==> config.mk <==
export PLATFORM = sky130hd
export DESIGN_NAME = url_percent_decoder
export DESIGN_NICKNAME = d
export VERILOG_FILES = /design/src/sv/urlpd_pkg.sv /design/src/sv/url_percent_decoder.sv /design/src/sv/urlpd_front.sv /design/src/sv/urlpd_queue.sv /design/src/sv/urlpd_back.sv
export SDC_FILE = /design/constraint.sdc
export NUM_CORES = 1
export LEC_CHECK = 0
export BUFFER_PORTS_ARGS = -buffer_cell sky130_fd_sc_hd__clkbuf_2
export CORE_ASPECT_RATIO = 2
export CORE_MARGIN = 1.5
export CORE_UTILIZATION = 62
export DETAILED_ROUTE_END_ITERATION = 8
export PLACE_DENSITY = 0.87
export RECOVER_POWER = 25
export SLEW_MARGIN = 20
export SYNTH_ARGS = -nofsm -noshare
export SYNTH_HDL_FRONTEND = slang
export SYNTH_SLANG_ARGS = --single-unit
==> constraint.sdc <==
create_clock -name i_clk -period 4.9 [get_ports i_clk]
set_input_delay 1.47 -clock i_clk [delete_from_list [all_inputs] [get_ports i_clk]]
set_output_delay 1.47 -clock i_clk [all_outputs]
set_load 0.01 [all_outputs]
==> src/sv/urlpd_pkg.sv <==
`default_nettype none
package urlpd_pkg;

    // ASCII codes used by the decoder
    localparam logic [7:0] CHR_PCT   = 8'h25;
    localparam logic [7:0] CHR_PLUS  = 8'h2B;
    localparam logic [7:0] CHR_SPACE = 8'h20;

    // Default depth of the group queue between front and back
    localparam int QUEUE_DEPTH_DEF = 4;

    // Escape phase states
    typedef enum logic [2:0] {
        PH_IDLE  = 3'b001,
        PH_PCT   = 3'b010,
        PH_DIGIT = 3'b100
    } t_phase;

    // Up to three decoded bytes caused by one request
    typedef struct packed {
        logic [2:0][7:0] data;
        logic [1:0]      cnt;
        logic            last;
    } t_group;

    // Hex digit check: {valid, nibble}
    function automatic logic [4:0] hex_value(input logic [7:0] c);
        logic [4:0] r;
        r = 5'd0;
        case (c) inside
            [8'h30:8'h39]: r = {1'b1, c[3:0]};
            [8'h41:8'h46],
            [8'h61:8'h66]: r = {1'b1, c[3:0] + 4'd9};
            default:       r = 5'd0;
        endcase
        return r;
    endfunction

    // Bytes that may stand in a URL unencoded
    function automatic logic url_safe(input logic [7:0] v);
        logic r;
        r = 1'b0;
        case (v) inside
            [8'h30:8'h39], [8'h41:8'h5A], [8'h61:8'h7A],
            8'h21, 8'h24, [8'h26:8'h2F],
            8'h3A, 8'h3B, 8'h3D, 8'h3F, 8'h40, 8'h5F: r = 1'b1;
            default: r = 1'b0;
        endcase
        return r;
    endfunction

    // Append one byte to a group; a full group stays as it is
    function automatic t_group put(input t_group g, input logic [7:0] b);
        t_group r;
        r = g;
        case (g.cnt)
            2'd0: begin
                r.data[0] = b;
                r.cnt = 2'd1;
            end
            2'd1: begin
                r.data[1] = b;
                r.cnt = 2'd2;
            end
            2'd2: begin
                r.data[2] = b;
                r.cnt = 2'd3;
            end
            default: r = g;
        endcase
        return r;
    endfunction

endpackage
`default_nettype wire

==> src/sv/url_percent_decoder.sv <==
`default_nettype none
// Streaming URL percent decoder. Takes one encoded byte per cycle with a flag on the
// last byte and returns decoded bytes with the flag on the last one. Each input byte
// is decoded in the cycle it is accepted into a group of zero to three output bytes,
// which waits in a small queue (QUEUE_DEPTH groups); the output side sends one byte
// per cycle while i_out_ready is high. Plain bytes therefore flow at one per cycle in
// and out unless the output is held; a byte that yields two or three results holds
// the output until all are sent, and the input stalls only once the queue is full.
module url_percent_decoder #(
    parameter int QUEUE_DEPTH = urlpd_pkg::QUEUE_DEPTH_DEF
) (
    input  wire logic       i_clk,
    input  wire logic       i_rst_n,
    input  wire logic       i_in_valid,
    output logic            o_in_ready,
    input  wire logic [7:0] i_in_byte,
    input  wire logic       i_in_end,
    output logic            o_out_valid,
    input  wire logic       i_out_ready,
    output logic [7:0]      o_out_byte,
    output logic            o_out_end
);
    import urlpd_pkg::*;

    t_group wr_grp, rd_grp;
    logic   push, pop, full, empty;

    urlpd_front u_front (
        .i_clk      (i_clk),
        .i_rst_n    (i_rst_n),
        .i_in_valid (i_in_valid),
        .o_in_ready (o_in_ready),
        .i_in_byte  (i_in_byte),
        .i_in_end   (i_in_end),
        .i_full     (full),
        .o_push     (push),
        .o_grp      (wr_grp)
    );

    urlpd_queue #(
        .DEPTH (QUEUE_DEPTH)
    ) u_queue (
        .i_clk   (i_clk),
        .i_rst_n (i_rst_n),
        .i_push  (push),
        .i_wdata (wr_grp),
        .i_pop   (pop),
        .o_full  (full),
        .o_empty (empty),
        .o_rdata (rd_grp)
    );

    urlpd_back u_back (
        .i_clk       (i_clk),
        .i_rst_n     (i_rst_n),
        .i_empty     (empty),
        .i_grp       (rd_grp),
        .o_pop       (pop),
        .o_out_valid (o_out_valid),
        .i_out_ready (i_out_ready),
        .o_out_byte  (o_out_byte),
        .o_out_end   (o_out_end)
    );

endmodule
`default_nettype wire

==> src/sv/urlpd_front.sv <==
`default_nettype none
module urlpd_front (
    input  wire logic            i_clk,
    input  wire logic            i_rst_n,
    input  wire logic            i_in_valid,
    output logic                 o_in_ready,
    input  wire logic [7:0]      i_in_byte,
    input  wire logic            i_in_end,
    input  wire logic            i_full,
    output logic                 o_push,
    output urlpd_pkg::t_group    o_grp
);
    import urlpd_pkg::*;

    t_phase     r_phase, n_phase;
    logic [7:0] r_held, n_held;
    logic       accept;

    assign o_in_ready = !i_full;
    assign accept     = i_in_valid && o_in_ready;
    assign o_push     = accept && (o_grp.cnt != 2'd0);

    // Classify the request and build its group of output bytes
    always_comb begin
        t_group     g;
        logic [4:0] lo;
        logic [4:0] hi;
        logic [7:0] v;
        logic [7:0] pb;
        logic       pct;
        g       = '0;
        lo      = hex_value(i_in_byte);
        hi      = hex_value(r_held);
        v       = {hi[3:0], lo[3:0]};
        pct     = (i_in_byte == CHR_PCT);
        pb      = (i_in_byte == CHR_PLUS) ? CHR_SPACE : i_in_byte;
        n_phase = PH_IDLE;
        n_held  = r_held;
        case (r_phase)
            PH_PCT: begin
                if (lo[4]) begin
                    n_held  = i_in_byte;
                    n_phase = PH_DIGIT;
                end else begin
                    g = put(g, CHR_PCT);
                    if (pct) n_phase = PH_PCT;
                    else     g = put(g, pb);
                end
            end
            PH_DIGIT: begin
                if (lo[4]) begin
                    if (!url_safe(v)) begin
                        g = put(g, v);
                    end else begin
                        g = put(g, CHR_PCT);
                        g = put(g, r_held);
                        g = put(g, i_in_byte);
                    end
                end else begin
                    g = put(g, CHR_PCT);
                    g = put(g, r_held);
                    if (pct) n_phase = PH_PCT;
                    else     g = put(g, pb);
                end
            end
            default: begin
                if (pct) n_phase = PH_PCT;
                else     g = put(g, pb);
            end
        endcase
        // Flush whatever is pending at the end of the string
        if (i_in_end) begin
            if (n_phase == PH_PCT) begin
                g = put(g, CHR_PCT);
            end else if (n_phase == PH_DIGIT) begin
                g = put(g, CHR_PCT);
                g = put(g, n_held);
            end
            n_phase = PH_IDLE;
            n_held  = 8'd0;
        end
        g.last = i_in_end;
        o_grp  = g;
    end

    // Advance escape state on each accepted request
    always_ff @(posedge i_clk) begin
        if (!i_rst_n) begin
            r_phase <= PH_IDLE;
            r_held  <= 8'd0;
        end else if (accept) begin
            r_phase <= n_phase;
            r_held  <= n_held;
        end
    end

endmodule
`default_nettype wire

==> src/sv/urlpd_queue.sv <==
`default_nettype none
module urlpd_queue #(
    parameter int DEPTH = urlpd_pkg::QUEUE_DEPTH_DEF
) (
    input  wire logic              i_clk,
    input  wire logic              i_rst_n,
    input  wire logic              i_push,
    input  wire urlpd_pkg::t_group i_wdata,
    input  wire logic              i_pop,
    output logic                   o_full,
    output logic                   o_empty,
    output urlpd_pkg::t_group      o_rdata
);
    import urlpd_pkg::*;

    localparam int PTR_W = (DEPTH > 1) ? $clog2(DEPTH) : 1;
    localparam int CNT_W = $clog2(DEPTH + 1);

    t_group             r_mem [DEPTH];
    logic [PTR_W-1:0]   r_wr, n_wr, r_rd, n_rd;
    logic [CNT_W-1:0]   r_cnt, n_cnt;

    assign o_full  = (r_cnt == CNT_W'(DEPTH));
    assign o_empty = (r_cnt == '0);
    assign o_rdata = r_mem[r_rd];

    // Advance pointers with wrap at the depth
    always_comb begin
        n_wr  = r_wr;
        n_rd  = r_rd;
        n_cnt = r_cnt;
        if (i_push) n_wr = (r_wr == PTR_W'(DEPTH - 1)) ? '0 : r_wr + 1'b1;
        if (i_pop)  n_rd = (r_rd == PTR_W'(DEPTH - 1)) ? '0 : r_rd + 1'b1;
        if (i_push && !i_pop)      n_cnt = r_cnt + 1'b1;
        else if (i_pop && !i_push) n_cnt = r_cnt - 1'b1;
    end

    always_ff @(posedge i_clk) begin
        if (!i_rst_n) begin
            r_wr  <= '0;
            r_rd  <= '0;
            r_cnt <= '0;
        end else begin
            r_wr  <= n_wr;
            r_rd  <= n_rd;
            r_cnt <= n_cnt;
        end
    end

    // Store pushed groups
    always_ff @(posedge i_clk) begin
        if (i_push) r_mem[r_wr] <= i_wdata;
    end

endmodule
`default_nettype wire

==> src/sv/urlpd_back.sv <==
`default_nettype none
module urlpd_back (
    input  wire logic              i_clk,
    input  wire logic              i_rst_n,
    input  wire logic              i_empty,
    input  wire urlpd_pkg::t_group i_grp,
    output logic                   o_pop,
    output logic                   o_out_valid,
    input  wire logic              i_out_ready,
    output logic [7:0]             o_out_byte,
    output logic                   o_out_end
);
    import urlpd_pkg::*;

    logic [1:0] r_idx, n_idx;
    logic       take;
    logic       tail;

    assign o_out_valid = !i_empty;
    assign take        = o_out_valid && i_out_ready;
    assign tail        = (r_idx == (i_grp.cnt - 2'd1));
    assign o_pop       = take && tail;
    assign o_out_byte  = i_grp.data[r_idx];
    assign o_out_end   = i_grp.last && tail;

    // Step through the bytes of the head group
    always_comb begin
        n_idx = r_idx;
        if (take) n_idx = tail ? 2'd0 : r_idx + 2'd1;
    end

    always_ff @(posedge i_clk) begin
        if (!i_rst_n) r_idx <= 2'd0;
        else          r_idx <= n_idx;
    end

endmodule
`default_nettype wire
* Yosys cells after proc, flatten, opt, wreduce, memory -nomap -nowiden
Memory sizes are Yosys's and may differ from the RTL's. A register that Yosys moved wholly into a read port is not among the register bits. Index checks and enable logic that the tools add are counted.
Word-level totals: output and inout bits 11, ROM bits 0, memory bits (writable) 108, register bits after elaboration 20, input port bits 13, bits in latches 0, logic and storage cells 181, memories 1
Memories:
- u_queue.r_mem | depth 4, bits a word 27, read ports 1, clocked after Yosys merged registers in 1, write ports 1, RTL line urlpd_queue.sv:19 | t_group r_mem [DEPTH];
Operators by class: shift operators 0, add/sub/neg operators 8, multiplexer cells 79, div/mod/pow operators 0, multipliers 0, equal/unequal tests 32, $lt $le $gt $ge 21, bitwise logic cells 0, reductions and logical operators 34
Operators with widths (count):
- $mux W27 | 8
- $mux W8 | 26
- $eq A8 B6 Y1 const B | 8
- $mux W10 | 6
- $pmux W27 S2 | 1
- $ge A8 B7 Y1 const B | 6
- $le A8 B7 Y1 const B | 6
- $pmux W2 S3 | 7
- $ge A8 B6 Y1 const B | 4
- $le A8 B6 Y1 const B | 4
- $mux W2 | 14
- $eq A2 B2 Y1 const B | 9
- $logic_and A1 B1 Y1 | 17
- $bmux W8 S2 | 1
- $eq A8 B7 Y1 const B | 2
- $mux W3 | 5
- $eq A2 B1 Y1 const B | 7
- $logic_not A2 Y1 | 7
- $reduce_or A12 Y1 | 1
- $mux W11 | 1
- $mux W5 | 2
- $eq A3 B3 Y1 const B | 3
- $add A4 B4 Y4 const B | 2
- $mux W4 | 2
- other kinds (13) | 25

* Depth between registers and ports, before layout
word-level depth 40, depth in mapped cells 15, gate-level depth less buffers 14

* Modules after synthesis
A second synthesis with hierarchy kept.
Unflattened totals: cell total of the unflattened synthesis 464, area total of the unflattened synthesis 6459.9 um^2
By module, submodules not included:
- urlpd_queue | sequential area each 3423.3 um^2, instances 1, cells each 185, area each 4401.7 um^2
- urlpd_front | sequential area each 220.2 um^2, instances 1, cells each 235, area each 1749.2 um^2
- urlpd_back | sequential area each 40.0 um^2, instances 1, cells each 44, area each 309.0 um^2

* Least setup slack after synthesis
Ideal clock, no wire load.
path kind input port to flip-flop, from in i_in_byte[1], to reg u_queue.r_cnt[2], library setup time 76 ps, slack 325 ps, arrival 4500 ps, stages 15, path buffers 2, data required time 4824 ps, cell sequence clkbuf_1 -> inv_1 -> ha_1 -> o21bai_1 -> a21oi_1 -> a21oi_1 -> clkbuf_1 -> nand3_1 -> o21ai_1 -> ha_1 -> inv_1 -> fa_1 -> xor2_1 -> or3_1 -> a21boi_0
Between the ends: longest elaborated chain between the ends 29, elaborated cells between the ends (all ways) 72, classes of those cells add/sub: 1; order compare: 14; eq/ne: 15; mux: 25; reduce/logical: 17
Ends and longest elaborated chain:
- start: declaration | RTL line url_percent_decoder.sv:16 | input wire logic [7:0] i_in_byte,
- $ge A8 B7 Y1 (not written as such) / $le A8 B7 Y1 (equally long branches) | RTL line urlpd_front.sv:32 | lo = hex_value(i_in_byte);
- $logic_and A1 B1 Y1 (not written as such) | RTL line urlpd_front.sv:32
- $reduce_or A2 Y1 | RTL line urlpd_pkg.sv:30 | case (c) inside
- $mux W5 (2 in series) | RTL line urlpd_pkg.sv:30
- $ge A8 B6 Y1 (not written as such) (tied with other cells) | RTL line urlpd_front.sv:52 | if (!url_safe(v)) begin
- $logic_and A1 B1 Y1 (not written as such) | RTL line urlpd_front.sv:52
- $reduce_or A12 Y1 | RTL line urlpd_pkg.sv:43 | case (v) inside
- $mux W1 | RTL line urlpd_pkg.sv:43
- [13 not listed]
- $mux W27 | RTL line urlpd_front.sv:73 | if (n_phase == PH_PCT) begin
- $mux W27 (*) | RTL line urlpd_front.sv:72 | if (i_in_end) begin
- $reduce_bool A2 Y1 (*) | RTL line urlpd_front.sv:21 | assign o_push = accept && (o_grp.cnt != 2'd0);
- $logic_and A1 B1 Y1 (*) | RTL line urlpd_front.sv:21
- net push | RTL line url_percent_decoder.sv:26 | logic push, pop, full, empty;
- $logic_not A1 Y1 | RTL line urlpd_queue.sv:35 | else if (i_pop && !i_push) n_cnt = r_cnt - 1'b1;
- $logic_and A1 B1 Y1 | RTL line urlpd_queue.sv:35
- $reduce_bool A2 Y1 (no source line)
- end signal: assignment | RTL line urlpd_queue.sv:46 | r_cnt <= n_cnt;
- end: declaration | RTL line urlpd_queue.sv:21 | logic [CNT_W-1:0] r_cnt, n_cnt;
The timed path passes the listed nets; every way through them passes the cells marked *. The select of a mux whose other input is x is not followed. A chain may end at the register's enable or synchronous reset.

* Final worst setup path
from in i_in_byte[0], to reg u_queue.r_cnt[2]
Same word-level chain as after synthesis.

==> results.md <==
- Status: completed
- Post-CTS Resized: 0
- Final setup TNS: 0 ns
- CTS tree: yes
- RSZ-0062 raised after global routing: false
- Via count: about 4300
- Post-synth EDFFs: approximately 110
- DRC viols: 0
- GR peak layer: met2
- Sequential fraction of the synthesis area: 58.2%
- Req. time, crit path: 5.24 ns
- Final min period: between 4 and 5 ns
- Cell Area, Synth: 6330 um^2
- Synthesized flop and latch total: between 100 and 150
- VDD IR max: 250 uV
- Nets: ~530
- Fin. Hold Viols: 0
- Highest-count cells in the layout ignoring fill and taps: edfxtp_1 (108), nand2_1 (32), nor2_1 (30)
- Max Freq: roughly 220 MHz
- Clock sinks: 130
- Max clock buf depth: 2
- CP Class: in2reg
- Hold-fix buffers at CTS: 0
- Worst setup EP type: flip-flop
- Non-filler instance count after layout: around 650
- Leakage: 2.47 nW
- Worst Skew: ~0.011 ns
- Asr flop ratio synth: 0%
- Root buf cell: clkbuf_16
- GR Overflow Total: 0
- Placer Congestion: about 0.97
- Hold crit path type: reg2reg
- WL/cell: roughly 25 um
- Via density: 6.58
- I/O pin count: 24
- Synthesized net count: about 500
- Post-CTS setup buffer count: 0
- Most common cell after layout, fill and taps aside: edfxtp_1
- P&R area growth vs syn: 13.8%
- Later-pin clock latency in the skew report: between 0.4 and 0.5 ns
- Slew HR: a little under a third
- M3 GR Usage: under 10%
- Clock transition at path regs: approximately 0.060 ns
- Crit-path max FO: 8
- Num rows: 52
- H-Tree Depth: 4
- Antenna diodes: 0
- Slowest CP cell: fa_1
- Worst slew pin tran: between 1 and 1.5 ns
- Mean post-synth cell area: around 13 um^2
- Port Buffers: 23
- Die Area: 10900 um^2
- CP max stage delay: 0.38 ns
- Total core area: 10000 um^2
- Reg area: between 3000 and 4000 um^2
- Via count of the first global-routing pass: 4418
- First-pass GRT wire length: between 20000 and 25000 um
- Pin count of the biggest net entering global routing: 28
- Global Route met2 Usage: between 50% and 60%
- HPWL Detailed: 10800 um
- Distinct cell type count after synthesis: 66
- Initial antenna violation count: 0
- Initial Util: a little over three fifths
- Delay-heaviest family, CP: compound AO/OA/AOI/OAI gates
- Ys Warns: 0
- Setup crit start kind: input port
- GR met1 Demand/Resource: 35.2%
- PwrDens: between 400 and 500 nW/um^2
- Period utilisation layout: about nine tenths
- Final setup fails: 0
- Die Ht: around 150 um
- Synth Instances: roughly 470
- Final slew viol count: 0
- Chip width: between 70 and 80 um
- Layout filler cell count: 713
- Final WL: around 16000 um
- Main synth FF type: edfxtp_1
- Cell Chain, Critical Path: clkbuf_1 -> inv_1 -> ha_1 -> o21bai_1 -> a21oi_1 -> a21o_1 -> nand2_1 -> a21oi_1 -> o21ai_1 -> ha_1 -> inv_1 -> fa_1 -> xor2_1 -> or3_1 -> a21boi_0
- Dpl cells: 617
- Worst path arrival time: slightly below 5 ns
- First-pass detailed-route iteration total: 5
- CTS Buf Count: 17
- Fraction of layout cells with a size suffix above 1: 19.3%
- Routed Antenna Nets: 0
- Multi-input logic area: roughly 2500 um^2
- Final Util: 71.9%
- Total Routing Usage GR: 31.4%
- DRT iter0 DRCs: about 420
- Max Cap Violations: 0
- Crit path buffers/inverters: 3
==> cell families (layout without fill, tap and decap cells) <==
kind of cell    Yosys count  count (layout)  share of synthesized area [%]
compound gates          102             102                           11.7
fa+ha+maj                15              15                           3.08
xor+xnor                  4               4                          0.553
flops                   130             130                           58.2
simple gates            129             129                           11.2
mux                      45              45                           12.5
buf+inv                  44              89                           2.77
==> stage by stage <==
step                setup WS (ns)  hold WS [ns]  cell area [um^2]  power, mW
floorplan                   0.325         0.468              6330       1.83
global placement            0.453         0.480              6630       2.00
detailed placement          0.281         0.515              6630       2.03
CTS                         0.679         0.523              7230       3.31
global route                0.218         0.542              7200       3.41
finish                      0.412         0.512              7200       3.30
==> flip-flops by register name, indices dropped and copies added, names as in the netlist, named ones only <==
name	flops
u_back.r_idx	2
u_front.r_held	8
u_front.r_phase	3
u_queue.r_cnt	3
u_queue.r_mem	108
u_queue.r_rd	2
u_queue.r_wr	2
==> layout make-up <==
type | count | area share, %
multi-input combinational | 295 | 34.3
timing repair buffer | 38 | 2.81
sequential | 130 | 51.1
tap | 135 | 2.34
clock buffer | 22 | 6.58
clock inverter | 10 | 1.82
inverter | 19 | 0.990
==> power by group <==
group / internal, mW / switching, mW
clock: 0.835 / 0.444
combinational: 0.280 / 0.334
sequential: 1.32 / 0.0837
==> worst paths after layout <==
check                   from                to  slack [ns]  depth (start not counted)
max reg2reg        flip-flop  u_queue.r_cnt[2]        1.16                         10
max             i_in_byte[0]  u_queue.r_cnt[2]        0.41                         15
min reg2reg  u_queue.r_wr[1]   u_queue.r_wr[1]        0.51                          2
min          u_queue.r_wr[1]   u_queue.r_wr[1]        0.51                          2
==> metal layers <==
layer / up-vias / part of all wire [%]
met5: - / 0
met4: 0 / 4.9
met3: 52 / 5.1
met2: 229 / 56
met1: 2112 / 34
li1: 1875 / -
==> worst reg2reg max path, stage by stage, from the launching register on <==
cell and delay, ns:
dfxtp_1 0.99, mux4_2 0.66, xnor2_1 0.19, mux2i_1 0.43, nand3_1 0.25, ha_1 0.29
inv_1 0.09, fa_1 0.18, xor2_1 0.08, or3_1 0.32, a21boi_0 0.17
==> Yosys cell counts, drive strengths merged, types with 10 or more instances <==
library cell | n | area share, %
clkbuf | 18 | 1.1
mux2i | 16 | 2.5
o22ai | 10 | 0.99
o21ai | 20 | 1.6
nor2b | 14 | 1.4
inv | 19 | 1.1
and2 | 13 | 1.3
ha | 14 | 2.8
mux4 | 27 | 9.6
nor2 | 30 | 1.8
a21oi | 20 | 1.6
a22oi | 12 | 1.6
nand2 | 32 | 1.9
edfxtp | 108 | 51
dfxtp | 22 | 7.0
(Power assumes the default switching activity.)
